$ cat src/rtl/hmq_pkg.sv
// shared constants and control types for the binary min-heap queue
`default_nettype none

package hmq_pkg;

    // default sizes
    localparam int DEF_HEAP_DEPTH   = 64;
    localparam int DEF_KEY_BITS     = 16;
    localparam int DEF_PAYLOAD_BITS = 8;

    // result status codes
    localparam int STATUS_BITS = 2;
    localparam logic [STATUS_BITS-1:0] STATUS_DONE  = 2'd0;
    localparam logic [STATUS_BITS-1:0] STATUS_EMPTY = 2'd1;
    localparam logic [STATUS_BITS-1:0] STATUS_FULL  = 2'd2;

    // operation codes
    localparam logic MODE_PUSH = 1'b0;
    localparam logic MODE_POP  = 1'b1;

    // controller to datapath commands
    typedef struct packed {
        logic accept;
        logic pop_rd;
        logic pop_ld;
        logic down_rd;
        logic down_cmp;
        logic up_rd;
        logic up_cmp;
        logic load_out;
    } hmq_cmd_t;

    // datapath to controller status
    typedef struct packed {
        logic full;
        logic empty;
        logic last_one;
        logic pos_zero;
        logic leaf;
        logic up_move;
        logic down_move;
    } hmq_stat_t;

endpackage

`default_nettype wire

$ cat src/rtl/binary_min_heap_queue_core.sv
// top level of the binary min-heap priority queue
//
// usage
//   input channel (s_*): one transfer is one operation; s_mode selects push
//   (s_key, s_payload stored) or pop (s_key, s_payload ignored)
//   result channel (m_*): exactly one transfer per operation, in order;
//   m_out_key / m_out_payload carry the popped entry, else zero; m_status
//   is done, pop on empty heap, or push on full heap; m_fill is the entry
//   count after the operation
// sequencing
//   one operation at a time; each heap level takes a read state (read the
//   parent or both children from the entry store), then a compare-and-write state
//   push: sift-up from the new leaf (UP_RD, UP_CMP per level), then DONE
//   pop: read root and last entry (POP_RD, POP_LD), sift-down, then DONE
//   rejected operations go straight to DONE; s_ready is high again in IDLE
// reset and stalls
//   reset empties the heap (count to zero) and drops any pending result;
//   the store contents are not cleared, only entries below the count are read
//   a stalled receiver holds the result register; the next operation is
//   still taken and runs, then waits in its final state for the register
`default_nettype none

module binary_min_heap_queue_core #(
    parameter int HEAP_DEPTH   = hmq_pkg::DEF_HEAP_DEPTH,
    parameter int KEY_BITS     = hmq_pkg::DEF_KEY_BITS,
    parameter int PAYLOAD_BITS = hmq_pkg::DEF_PAYLOAD_BITS
) (
    input  wire logic                            aclk,
    input  wire logic                            aresetn,
    // operation channel
    input  wire logic                            s_valid,
    output logic                                 s_ready,
    input  wire logic                            s_mode,
    input  wire logic [KEY_BITS-1:0]             s_key,
    input  wire logic [PAYLOAD_BITS-1:0]         s_payload,
    // result channel
    output logic                                 m_valid,
    input  wire logic                            m_ready,
    output logic      [KEY_BITS-1:0]             m_out_key,
    output logic      [PAYLOAD_BITS-1:0]         m_out_payload,
    output logic      [hmq_pkg::STATUS_BITS-1:0] m_status,
    output logic      [$clog2(HEAP_DEPTH+1)-1:0] m_fill
);

    hmq_pkg::hmq_cmd_t  cmd;
    hmq_pkg::hmq_stat_t stat;

    // sequencing: one state per memory step of a sift
    hmq_ctrl u_ctrl (
        .aclk    (aclk),
        .aresetn (aresetn),
        .s_valid (s_valid),
        .s_ready (s_ready),
        .s_mode  (s_mode),
        .m_valid (m_valid),
        .m_ready (m_ready),
        .stat    (stat),
        .cmd     (cmd)
    );

    // entry store, moving entry (hole-based sift), result register
    hmq_datapath #(
        .HEAP_DEPTH   (HEAP_DEPTH),
        .KEY_BITS     (KEY_BITS),
        .PAYLOAD_BITS (PAYLOAD_BITS)
    ) u_dp (
        .aclk          (aclk),
        .aresetn       (aresetn),
        .cmd           (cmd),
        .stat          (stat),
        .s_mode        (s_mode),
        .s_key         (s_key),
        .s_payload     (s_payload),
        .m_out_key     (m_out_key),
        .m_out_payload (m_out_payload),
        .m_status      (m_status),
        .m_fill        (m_fill)
    );

endmodule

`default_nettype wire

$ cat src/rtl/hmq_ram.sv
// generic ram: one write port, two registered read ports
`default_nettype none

module hmq_ram #(
    parameter int WIDTH = 24,
    parameter int DEPTH = 64
) (
    input  wire logic                     aclk,
    input  wire logic                     we,
    input  wire logic [$clog2(DEPTH)-1:0] waddr,
    input  wire logic [WIDTH-1:0]         wdata,
    input  wire logic [$clog2(DEPTH)-1:0] raddr_a,
    output logic      [WIDTH-1:0]         rdata_a,
    input  wire logic [$clog2(DEPTH)-1:0] raddr_b,
    output logic      [WIDTH-1:0]         rdata_b
);

    logic [WIDTH-1:0] mem [DEPTH];

    always_ff @(posedge aclk) begin
        if (we) begin
            mem[waddr] <= wdata;
        end
        rdata_a <= mem[raddr_a];
        rdata_b <= mem[raddr_b];
    end

endmodule

`default_nettype wire

$ cat src/rtl/hmq_datapath.sv
// heap datapath: entry count, moving entry, index math, store and result registers
`default_nettype none

module hmq_datapath #(
    parameter int HEAP_DEPTH   = hmq_pkg::DEF_HEAP_DEPTH,
    parameter int KEY_BITS     = hmq_pkg::DEF_KEY_BITS,
    parameter int PAYLOAD_BITS = hmq_pkg::DEF_PAYLOAD_BITS
) (
    input  wire logic                                 aclk,
    input  wire logic                                 aresetn,
    input  wire hmq_pkg::hmq_cmd_t                    cmd,
    output hmq_pkg::hmq_stat_t                        stat,
    input  wire logic                                 s_mode,
    input  wire logic [KEY_BITS-1:0]                  s_key,
    input  wire logic [PAYLOAD_BITS-1:0]              s_payload,
    output logic      [KEY_BITS-1:0]                  m_out_key,
    output logic      [PAYLOAD_BITS-1:0]              m_out_payload,
    output logic      [hmq_pkg::STATUS_BITS-1:0]      m_status,
    output logic      [$clog2(HEAP_DEPTH+1)-1:0]      m_fill
);

    localparam int AW = $clog2(HEAP_DEPTH);
    localparam int CW = $clog2(HEAP_DEPTH + 1);
    localparam int EW = KEY_BITS + PAYLOAD_BITS;
    localparam int XW = AW + 2;

    logic [CW-1:0]                   count_reg, count_next;
    logic [AW-1:0]                   pos_reg, pos_next;
    logic [KEY_BITS-1:0]             mk_reg, mk_next;
    logic [PAYLOAD_BITS-1:0]         mp_reg, mp_next;
    logic [KEY_BITS-1:0]             rk_reg, rk_next;
    logic [PAYLOAD_BITS-1:0]         rp_reg, rp_next;
    logic [hmq_pkg::STATUS_BITS-1:0] st_reg, st_next;
    logic                            pop_ok_reg, pop_ok_next;
    logic [KEY_BITS-1:0]             ok_reg, ok_next;
    logic [PAYLOAD_BITS-1:0]         op_reg, op_next;
    logic [hmq_pkg::STATUS_BITS-1:0] os_reg, os_next;
    logic [CW-1:0]                   of_reg, of_next;

    logic [EW-1:0] rda, rdb, wdata;
    logic [AW-1:0] raddr_a, raddr_b, waddr;
    logic          we;

    logic [XW-1:0]       lc_idx, rc_idx, cnt_ext;
    logic [AW-1:0]       parent_idx;
    logic                rc_ok;
    logic [KEY_BITS-1:0] lk, rk, bk;
    logic                take_l, take_r;
    logic [EW-1:0]       moving;

    assign moving     = {mk_reg, mp_reg};
    assign lk         = rda[EW-1:PAYLOAD_BITS];
    assign rk         = rdb[EW-1:PAYLOAD_BITS];
    assign lc_idx     = {1'b0, pos_reg, 1'b1};
    assign rc_idx     = lc_idx + XW'(1);
    assign cnt_ext    = XW'(count_reg);
    assign rc_ok      = rc_idx < cnt_ext;
    assign parent_idx = AW'((pos_reg - AW'(1)) >> 1);

    // child selection, left tested first, strict compares only
    assign take_l = mk_reg > lk;
    assign bk     = take_l ? lk : mk_reg;
    assign take_r = rc_ok && (bk > rk);

    assign stat.full      = count_reg == CW'(HEAP_DEPTH);
    assign stat.empty     = count_reg == '0;
    assign stat.last_one  = count_reg == CW'(1);
    assign stat.pos_zero  = pos_reg == '0;
    assign stat.leaf      = lc_idx >= cnt_ext;
    assign stat.up_move   = mk_reg < lk;
    assign stat.down_move = take_l | take_r;

    // read addresses
    always_comb begin
        raddr_a = lc_idx[AW-1:0];
        raddr_b = rc_idx[AW-1:0];
        if (cmd.pop_rd) begin
            raddr_a = '0;
            raddr_b = AW'(count_reg - CW'(1));
        end else if (cmd.up_rd) begin
            raddr_a = parent_idx;
        end
    end

    // write port and moving-entry position
    always_comb begin
        we       = 1'b0;
        waddr    = pos_reg;
        wdata    = moving;
        pos_next = pos_reg;
        if (cmd.up_rd && stat.pos_zero) begin
            we = 1'b1;
        end
        if (cmd.up_cmp) begin
            we = 1'b1;
            if (stat.up_move) begin
                wdata    = rda;
                pos_next = parent_idx;
            end
        end
        if (cmd.down_rd && stat.leaf) begin
            we = 1'b1;
        end
        if (cmd.down_cmp) begin
            we = 1'b1;
            if (stat.down_move) begin
                wdata    = take_r ? rdb : rda;
                pos_next = take_r ? rc_idx[AW-1:0] : lc_idx[AW-1:0];
            end
        end
        if (cmd.accept) begin
            pos_next = AW'(count_reg);
        end
        if (cmd.pop_ld) begin
            pos_next = '0;
        end
    end

    always_comb begin
        count_next  = count_reg;
        mk_next     = mk_reg;
        mp_next     = mp_reg;
        rk_next     = rk_reg;
        rp_next     = rp_reg;
        st_next     = st_reg;
        pop_ok_next = pop_ok_reg;
        ok_next     = ok_reg;
        op_next     = op_reg;
        os_next     = os_reg;
        of_next     = of_reg;
        if (cmd.accept) begin
            mk_next = s_key;
            mp_next = s_payload;
            if (s_mode == hmq_pkg::MODE_POP) begin
                pop_ok_next = !stat.empty;
                st_next     = stat.empty ? hmq_pkg::STATUS_EMPTY : hmq_pkg::STATUS_DONE;
            end else begin
                pop_ok_next = 1'b0;
                st_next     = stat.full ? hmq_pkg::STATUS_FULL : hmq_pkg::STATUS_DONE;
                if (!stat.full) begin
                    count_next = count_reg + CW'(1);
                end
            end
        end
        if (cmd.pop_ld) begin
            rk_next    = lk;
            rp_next    = rda[PAYLOAD_BITS-1:0];
            mk_next    = rk;
            mp_next    = rdb[PAYLOAD_BITS-1:0];
            count_next = count_reg - CW'(1);
        end
        if (cmd.load_out) begin
            ok_next = pop_ok_reg ? rk_reg : '0;
            op_next = pop_ok_reg ? rp_reg : '0;
            os_next = st_reg;
            of_next = count_reg;
        end
    end

    always_ff @(posedge aclk) begin
        if (!aresetn) begin
            count_reg <= '0;
        end else begin
            count_reg <= count_next;
        end
        pos_reg    <= pos_next;
        mk_reg     <= mk_next;
        mp_reg     <= mp_next;
        rk_reg     <= rk_next;
        rp_reg     <= rp_next;
        st_reg     <= st_next;
        pop_ok_reg <= pop_ok_next;
        ok_reg     <= ok_next;
        op_reg     <= op_next;
        os_reg     <= os_next;
        of_reg     <= of_next;
    end

    hmq_ram #(
        .WIDTH (EW),
        .DEPTH (HEAP_DEPTH)
    ) u_store (
        .aclk    (aclk),
        .we      (we),
        .waddr   (waddr),
        .wdata   (wdata),
        .raddr_a (raddr_a),
        .rdata_a (rda),
        .raddr_b (raddr_b),
        .rdata_b (rdb)
    );

    assign m_out_key     = ok_reg;
    assign m_out_payload = op_reg;
    assign m_status      = os_reg;
    assign m_fill        = of_reg;

endmodule

`default_nettype wire

$ cat src/rtl/hmq_ctrl.sv
// heap controller: sequences push sift-up, pop sift-down and result handoff
`default_nettype none

module hmq_ctrl (
    input  wire logic               aclk,
    input  wire logic               aresetn,
    input  wire logic               s_valid,
    output logic                    s_ready,
    input  wire logic               s_mode,
    output logic                    m_valid,
    input  wire logic               m_ready,
    input  wire hmq_pkg::hmq_stat_t stat,
    output hmq_pkg::hmq_cmd_t       cmd
);

    typedef enum logic [2:0] {
        IDLE,
        POP_RD,
        POP_LD,
        DOWN_RD,
        DOWN_CMP,
        UP_RD,
        UP_CMP,
        DONE
    } state_t;

    state_t state_reg, state_next;
    logic   m_valid_reg, m_valid_next;
    logic   reject;

    assign reject = (s_mode == hmq_pkg::MODE_POP) ? stat.empty : stat.full;

    always_comb begin
        state_next   = state_reg;
        cmd          = '0;
        cmd.accept   = (state_reg == IDLE) && s_valid;
        cmd.pop_rd   = state_reg == POP_RD;
        cmd.pop_ld   = state_reg == POP_LD;
        cmd.down_rd  = state_reg == DOWN_RD;
        cmd.down_cmp = state_reg == DOWN_CMP;
        cmd.up_rd    = state_reg == UP_RD;
        cmd.up_cmp   = state_reg == UP_CMP;
        cmd.load_out = (state_reg == DONE) && (!m_valid_reg || m_ready);
        unique case (state_reg)
            IDLE: begin
                if (s_valid) begin
                    if (reject) begin
                        state_next = DONE;
                    end else if (s_mode == hmq_pkg::MODE_POP) begin
                        state_next = POP_RD;
                    end else begin
                        state_next = UP_RD;
                    end
                end
            end
            POP_RD:   state_next = POP_LD;
            POP_LD:   state_next = stat.last_one ? DONE : DOWN_RD;
            DOWN_RD:  state_next = stat.leaf ? DONE : DOWN_CMP;
            DOWN_CMP: state_next = stat.down_move ? DOWN_RD : DONE;
            UP_RD:    state_next = stat.pos_zero ? DONE : UP_CMP;
            UP_CMP:   state_next = stat.up_move ? UP_RD : DONE;
            DONE: begin
                if (cmd.load_out) begin
                    state_next = IDLE;
                end
            end
            default:  state_next = IDLE;
        endcase
        if (cmd.load_out) begin
            m_valid_next = 1'b1;
        end else if (m_ready) begin
            m_valid_next = 1'b0;
        end else begin
            m_valid_next = m_valid_reg;
        end
    end

    always_ff @(posedge aclk) begin
        if (!aresetn) begin
            state_reg   <= IDLE;
            m_valid_reg <= 1'b0;
        end else begin
            state_reg   <= state_next;
            m_valid_reg <= m_valid_next;
        end
    end

    assign s_ready = state_reg == IDLE;
    assign m_valid = m_valid_reg;

endmodule

`default_nettype wire

$ cat config.mk
export PLATFORM = sky130hd
export DESIGN_NAME = binary_min_heap_queue_core
export DESIGN_NICKNAME = d
export VERILOG_FILES = /design/src/rtl/hmq_pkg.sv /design/src/rtl/binary_min_heap_queue_core.sv /design/src/rtl/hmq_ram.sv /design/src/rtl/hmq_datapath.sv /design/src/rtl/hmq_ctrl.sv
export SDC_FILE = /design/constraint.sdc
export NUM_CORES = 2
export LEC_CHECK = 0
export ABC_AREA = 1
export ABC_CLOCK_PERIOD_IN_PS = 9300
export BUFFER_PORTS_ARGS = -buffer_cell sky130_fd_sc_hd__clkbuf_2
export CORE_ASPECT_RATIO = 0.8
export CORE_MARGIN = 8
export CORE_UTILIZATION = 30
export CTS_BUF_LIST = sky130_fd_sc_hd__clkbuf_8
export CTS_CLUSTER_DIAMETER = 60
export DETAILED_ROUTE_END_ITERATION = 10
export SETUP_SLACK_MARGIN = 0.4
export SYNTH_ARGS = -nofsm -noshare
export SYNTH_HDL_FRONTEND = slang
export SYNTH_SLANG_ARGS = --single-unit
$ cat constraint.sdc
create_clock -name aclk -period 9.3 [get_ports aclk]
set_input_delay 1.86 -clock aclk [delete_from_list [all_inputs] [get_ports aclk]]
set_output_delay 1.86 -clock aclk [all_outputs]
set_load 0.005 [all_outputs]
==> Word-level counts from Yosys, hierarchy flattened <==
Memory sizes are Yosys's and may differ from the RTL's. A register that Yosys moved wholly into a read port is not among the register bits.
Index checks and enable logic that the tools add are counted.
{ "word_totals": {"reg_bits": 101, "mem_bits_rw": 1536, "in_bits": 29, "word_cells": 98, "mem_count": 1} }
{ "classes": {"n_addsub": 4, "n_lt_le_gt_ge": 5, "eq_ne": 13, "muxes": 45, "bitwise": 1, "n_reduce_logical": 15} }
{ "memory_table": {"columns": ["name", "words", "word_bits", "read_ports", "rd_clocked_by_memory_dff", "wr", "line", "text"], "rows": [
  ["u_dp.u_store.mem", 64, 24, 2, 2, 1, "hmq_ram.sv:18", "logic [WIDTH-1:0] mem [DEPTH];"]
]} }
{ "ops": {"columns": ["cell", "count"], "rows": [
  ["$mux W24", 5],
  ["$mux W6", 9],
  ["$mux W16", 3],
  ["$gt A16 B16 Y1", 2],
  ["$mux W7", 4],
  ["$pmux W3 S8", 1],
  ["$mux W3", 6],
  ["$lt A16 B16 Y1", 1],
  ["$mux W8", 2],
  ["$eq A3 B3 Y1 const B", 4],
  ["$mux W1", 11],
  ["$add A7 B1 Y8 const B", 1],
  ["$lt A8 B7 Y1", 1],
  ["$mux W2", 4],
  ["$add A7 B1 Y7 const B", 1],
  ["$eq A7 B1 Y1 const B", 1],
  ["$eq A7 B7 Y1 const B", 1],
  ["$ge A7 B7 Y1", 1],
  ["$logic_not A7 Y1", 1],
  ["$sub A7 B1 Y7 const B", 1],
  ["$eq A3 B2 Y1 const B", 2],
  ["$logic_not A6 Y1", 1],
  ["$ne A2 B2 Y1 const B", 3],
  ["$sub A6 B1 Y6 const B", 1],
  ["other kinds (10)", 16]
]} }

==> Depth between registers and ports, before layout <==
{ "logic_depth": {"ltp_word": 8, "mapped_depth": 34} }

==> Hierarchy <==
A second synthesis with hierarchy kept.
{ "unflattened": {"cells_unflattened": 9743, "hier_area_um2": 86038.8} }
{ "modules_own_cells": {"columns": ["module", "n_inst", "cells_each", "area_per_inst_um2", "seq_area_each_um2"], "rows": [
  ["hmq_ram", 1, 8834, 79147.2, 47085.2],
  ["hmq_datapath", 1, 844, 6486.2, 2782.7],
  ["hmq_ctrl", 1, 65, 405.4, 80.1]
]} }

==> Least setup slack after synthesis <==
OpenSTA, ideal clock, no wires.
{ "synth_timing": {"path_kind": "register to register", "startpoint": "register u_dp.mk_reg[11]", "endpoint": "memory u_dp.u_store.mem[0][13] (data pin)", "arrival_time_ns": 5.378, "required_ns": 8.599, "slack_ns": 3.220, "path_stages_with_launch": 19, "n_path_buf": 2, "cell_sequence": "edfxtp_1 ha_1 a21oi_1 nand2_1 a21oi_1 nand2_1 nand2_1 clkbuf_1 nand2_1 o21ai_0 ha_1 a21oi_1 nand3_1 a21oi_1 nand2_1 nand3_1 nand2_1 clkbuf_1 o21ai_0"} }
{ "synth_between": {"elab_chain_len": 7, "word_cells_on_any_way": 11} }
{ "synth_lines": {"columns": ["item", "line", "text"], "rows": [
  ["start: declaration", "hmq_datapath.sv:29", "logic [KEY_BITS-1:0] mk_reg, mk_next;"],
  ["start signal: assignment", "hmq_datapath.sv:167", "mk_reg <= mk_next;"],
  ["$gt A16 B16 Y1", "hmq_datapath.sv:61", "assign take_l = mk_reg > lk;"],
  ["$mux W16", "hmq_datapath.sv:62", "assign bk = take_l ? lk : mk_reg;"],
  ["$gt A16 B16 Y1", "hmq_datapath.sv:63", "assign take_r = rc_ok && (bk > rk);"],
  ["$logic_and A1 B1 Y1", "hmq_datapath.sv:63", null],
  ["$mux W24 / $or A1 B1 Y1 (equally long branches)", "hmq_datapath.sv:107, hmq_datapath.sv:71", null],
  ["$mux W24", "hmq_datapath.sv:106", "if (stat.down_move) begin"],
  ["$mux W24 *", "hmq_datapath.sv:104", "if (cmd.down_cmp) begin"],
  ["net u_dp.u_store.wdata[13]", "hmq_ram.sv:11", "input wire logic [WIDTH-1:0] wdata,"],
  ["end: declaration", "hmq_ram.sv:18", null]
]} }
The timed path passes the listed nets; every way through them passes the cells marked *.

==> Worst setup path in the final report <==
{ "layout_timing": {"startpoint": "register u_dp.mk_reg[15]", "endpoint": "memory u_dp.u_store.mem[11][20] (data pin)"} }
The elaborated chain is that of the path after synthesis.

==> out/qor.txt <==
====================================================================================================
Result of the run                                                                       finished, violations left
Violated checks                                                                         max-slew violations
Final setup skew                                                                           0.0781 ns
Number of antenna violations at the first check in global routing                                 16
Routed vias                                                                                    73.1k
TritonCTS clock tree                                                                           built
Sort of element at the start of the critical path                                               flop
PwrDens                                                                                   384 nW/µm²
Yosys Warn Count                                                                                   0
Crit Reg-Reg Endpoint                                                                   u_dp.u_store.mem[11][20]$_DFFE_PP_
Total track usage                                                                              21.3%
Largest registers                                                                       u_dp.u_store.mem x1536, u_dp.u_store.rdata_a x24, u_dp.u_store.rdata_b x24
Setup Viol. Count Final                                                                            0
Pin count of the biggest net entering global routing                                             272
Full die area                                                                            303,000 µm²
HP Class                                                                                     reg2reg
Area overhead of the layout relative to synthesis                                              11.2%
Cell count after placement                                                                     12.7k
Number of placement rows                                                                         175
Net count of the mapped netlist                                                                9,384
Routed WL per cell                                                                           25.6 µm
Most repeated cell in the gate-level netlist after synthesis                            sky130_fd_sc_hd__nand2_1
Sequential share of power                                                                      29.9%
Number of cells on the worst reg-to-reg path                                                      19
Switching Share                                                                                50.7%
RSZ-0062 raised after global routing                                                           false
Congestion Overflow GR                                                                             0
Critical path startpoint                                                                u_dp.mk_reg[15]$_DFFE_PP_
Detailed placement HPWL                                                                   180,000 µm
Largest buffer count on any clock path                                                             4
DRC violations left                                                                                0
Finished Cell Area                                                                        95,100 µm²
Clk sinks                                                                                      1,685
Quantity of gates resized following cts                                                            0
Internal                                                                                    0.0180 W
Max-slew violation total from the final report                                                   143
Vias per cell                                                                                   5.56
Clock-pin slew reported for the worst setup and hold paths after clock tree synthesis        0.07 ns
Placeable Area                                                                           284,000 µm²
Number of DRC markers after the initial detailed-route iteration                               11.7k
Comb pwr share                                                                                 53.2%
Port Buf Inserts                                                                                  63
Number of nets in the final layout                                                             9,221
Depth of the CTS H-tree                                                                            5
Total wirelength of the detailed-routed design                                            337,000 µm
Minimum period implied by the final worst setup slack                                        6.53 ns
Share of post-route cells with drive strength above 1                                          7.51%
Number of enable-type register cells in the synthesized netlist                                1,620
Num CTS Buffers                                                                                  289
Leading post-synthesis cells by cell area                                               sky130_fd_sc_hd__edfxtp_1, sky130_fd_sc_hd__nand2_1, sky130_fd_sc_hd__nand3_1
I/O pin cnt                                                                                       64
Mapped Area                                                                               85,500 µm²
R2R Setup Slk                                                                                2.77 ns
Type of the setup path with the least slack                                                  reg2reg
Number of distinct library cells after synthesis                                                  43
Slew headroom                                                                                 -9.29%
Register containing the most flip-flops in the final layout                             u_dp.u_store.mem
Worst-path cell chain                                                                   ha_1 > a21oi_1 > o21ai_0 > a21oi_1 > nand2_1 > nand2_1 > o21ai_0 > ha_1 > nand2_1 > nor2_1 > and2_1 > nand2_1 > nand2_1 > nand3_1 > nand2_4 > buf_4 > o211ai_1 > o21ai_4 > buf_4
Share of flip-flops with an asynchronous set or reset                                             0%
Total placed instance area                                                                90,100 µm²
Arr. time, crit path                                                                         7.25 ns
Leak pwr                                                                                     37.3 nW
Global-route wire length before repair                                                    475,000 µm
Last weighted congestion value of the routability-driven placer                                0.905
Maximum vdd ir drop                                                                         0.369 mV
Max_cap viols                                                                                      0
Endpoint of the worst hold path                                                         u_dp.rk_reg[11]$_DFFE_PP_
Via count of the first global-routing pass                                                     67.4k
Initial Utilization                                                                            30.1%
Fmax                                                                                         153 MHz
Worst hold start                                                                        u_dp.u_store.rdata_a[19]$_DFF_P_
Power Total                                                                                 0.0365 W
Largest area contributor in the synthesized netlist                                     sky130_fd_sc_hd__edfxtp_1
Sequential element share of the synthesized area                                               58.4%
Initial DRT Pass Iterations                                                                        7
CTS Root Buffer Type                                                                    sky130_fd_sc_hd__clkbuf_8
Most used flip-flop cell after synthesis                                                sky130_fd_sc_hd__edfxtp_1
Beginning of the worst register-to-register path                                        u_dp.mk_reg[15]$_DFFE_PP_
Proportion of power drawn by the clock network                                                 17.0%
Hold-critical path depth                                                                           0
# hold bufs at CTS                                                                                 0
Vertical die dimension                                                                        494 µm
Net Sw Power                                                                                0.0185 W
WP buf/inv                                                                                         2
Final hold violation count                                                                         0
CP max stage cell                                                                       sky130_fd_sc_hd__nand2_1
Antenna-violating nets left                                                                        0
Maximum fanout along the worst path                                                               48
Crit path max-delay family                                                              simple AND/OR/NAND/NOR gates
Total Negative Setup Slacks                                                                     0 ns
Flip-flop count of the largest register after layout                                           1,536
Critical Path Max Stage Delay                                                                0.79 ns
Most common cell type on the critical path                                              sky130_fd_sc_hd__nand2_1
Mean instance size in the synthesized netlist                                               9.19 µm²
Most frequent cells after synthesis                                                     sky130_fd_sc_hd__nand2_1, sky130_fd_sc_hd__edfxtp_1, sky130_fd_sc_hd__nand3_1
Worst slew pin tran                                                                          1.64 ns
Synthesized netlist cell count                                                                 9,304
Final Non-Filler Cells                                                                         13.2k
Crit. End Element                                                                               flop
Worst EP required                                                                           10.02 ns
Share of the synthesized area in the top cell type                                             56.9%
Skew-Pair Late Insertion Delay                                                               1.04 ns
Post-CTS setup buffers                                                                             0
Share of the cycle needed by the critical path after routing                                   70.2%
FF+latch count, synth                                                                          1,685
Horiz. Die Dim                                                                                613 µm
====================================================================================================
-- power by group through the flow --
stage / clock [W] / combinational (W) / sequential [W]
CTS: 0.00624 / 0.0187 / 0.0109
finish: 0.00619 / 0.0194 / 0.0109
detailed placement: 0 / 0.0186 / 0.0110
floorplan: 0 / 0.0111 / 0.0111
global route: 0.00657 / 0.0204 / 0.0109
global placement: 0 / 0.0184 / 0.0110
-- cell families after synthesis --
group	share of synthesized area, %
and+or+nand+nor	20.8
AOI/OAI and AO/OA	12.3
DFF	58.4
buffers and inverters	7.57
adders and majority gates	0.746
muxes	0.0936
xor gates and xnor gates	0.0717
-- metal layers --
layer	track usage (%)	wire, µm	vias to the layer above
met4	11.6	20800	9
met3	7.24	50100	1125
met5	0	98	-
met1	28.6	130000	34600
li1	-	-	32000
met2	30.0	135000	5347
-- metrics by stage --
step	worst slack (ns)	utilization, %	hold slack (ns)
after floorplan	3.22	-	0.400
after global placement	2.91	31.7	0.415
after detailed placement	3.04	31.7	0.405
after CTS	3.01	33.5	0.399
after global routing	2.48	33.5	0.411
final	2.77	33.5	0.411
-- worst max path at each step --
stage	slack, ns	to	depth (start not counted)
3_3_place_gp	2.91	u_dp.u_store.mem[14][20]$_DFFE_PP_	26
3_5_place_dp	3.04	u_dp.u_store.mem[1][9]$_DFFE_PP_	20
4_1_cts	3.01	u_dp.u_store.mem[3][9]$_DFFE_PP_	20
6_report	2.77	u_dp.u_store.mem[11][20]$_DFFE_PP_	19
5_1_grt	2.48	u_dp.u_store.mem[9][20]$_DFFE_PP_	26
2_1_floorplan	3.22	u_dp.u_store.mem[0][13]$_DFFE_PP_	18
-- placed cells by master, fill, tap and decap left out, types with 10 or more instances in the layout --
cell	count
sky130_fd_sc_hd__o21ai_0	896
sky130_fd_sc_hd__nor2_4	65
sky130_fd_sc_hd__o211ai_1	743
sky130_fd_sc_hd__clkbuf_2	63
sky130_fd_sc_hd__clkbuf_8	300
sky130_fd_sc_hd__o21ai_4	28
sky130_fd_sc_hd__dfxtp_1	65
sky130_fd_sc_hd__inv_1	1006
sky130_fd_sc_hd__nand2_1	2619
sky130_fd_sc_hd__ha_1	51
sky130_fd_sc_hd__buf_12	20
sky130_fd_sc_hd__a21oi_1	30
sky130_fd_sc_hd__buf_4	157
sky130_fd_sc_hd__nand3_1	1472
sky130_fd_sc_hd__clkinv_1	41
sky130_fd_sc_hd__nor2_1	41
sky130_fd_sc_hd__nor3_1	10
sky130_fd_sc_hd__clkinv_2	25
sky130_fd_sc_hd__edfxtp_1	1620
-- final cells by class --
class / instances / area, µm²
fillers: 28600 / 189000
flip-flops and latches: 1685 / 49900
multi-input cells: 6012 / 30000
well taps: 3805 / 4760
clock buffers: 300 / 4130
inverters: 913 / 3470
repair buffers: 240 / 1890
clock inverters: 188 / 875
diodes: 8 / 20.0
Note: power is estimated with default switching activity, not from simulation.
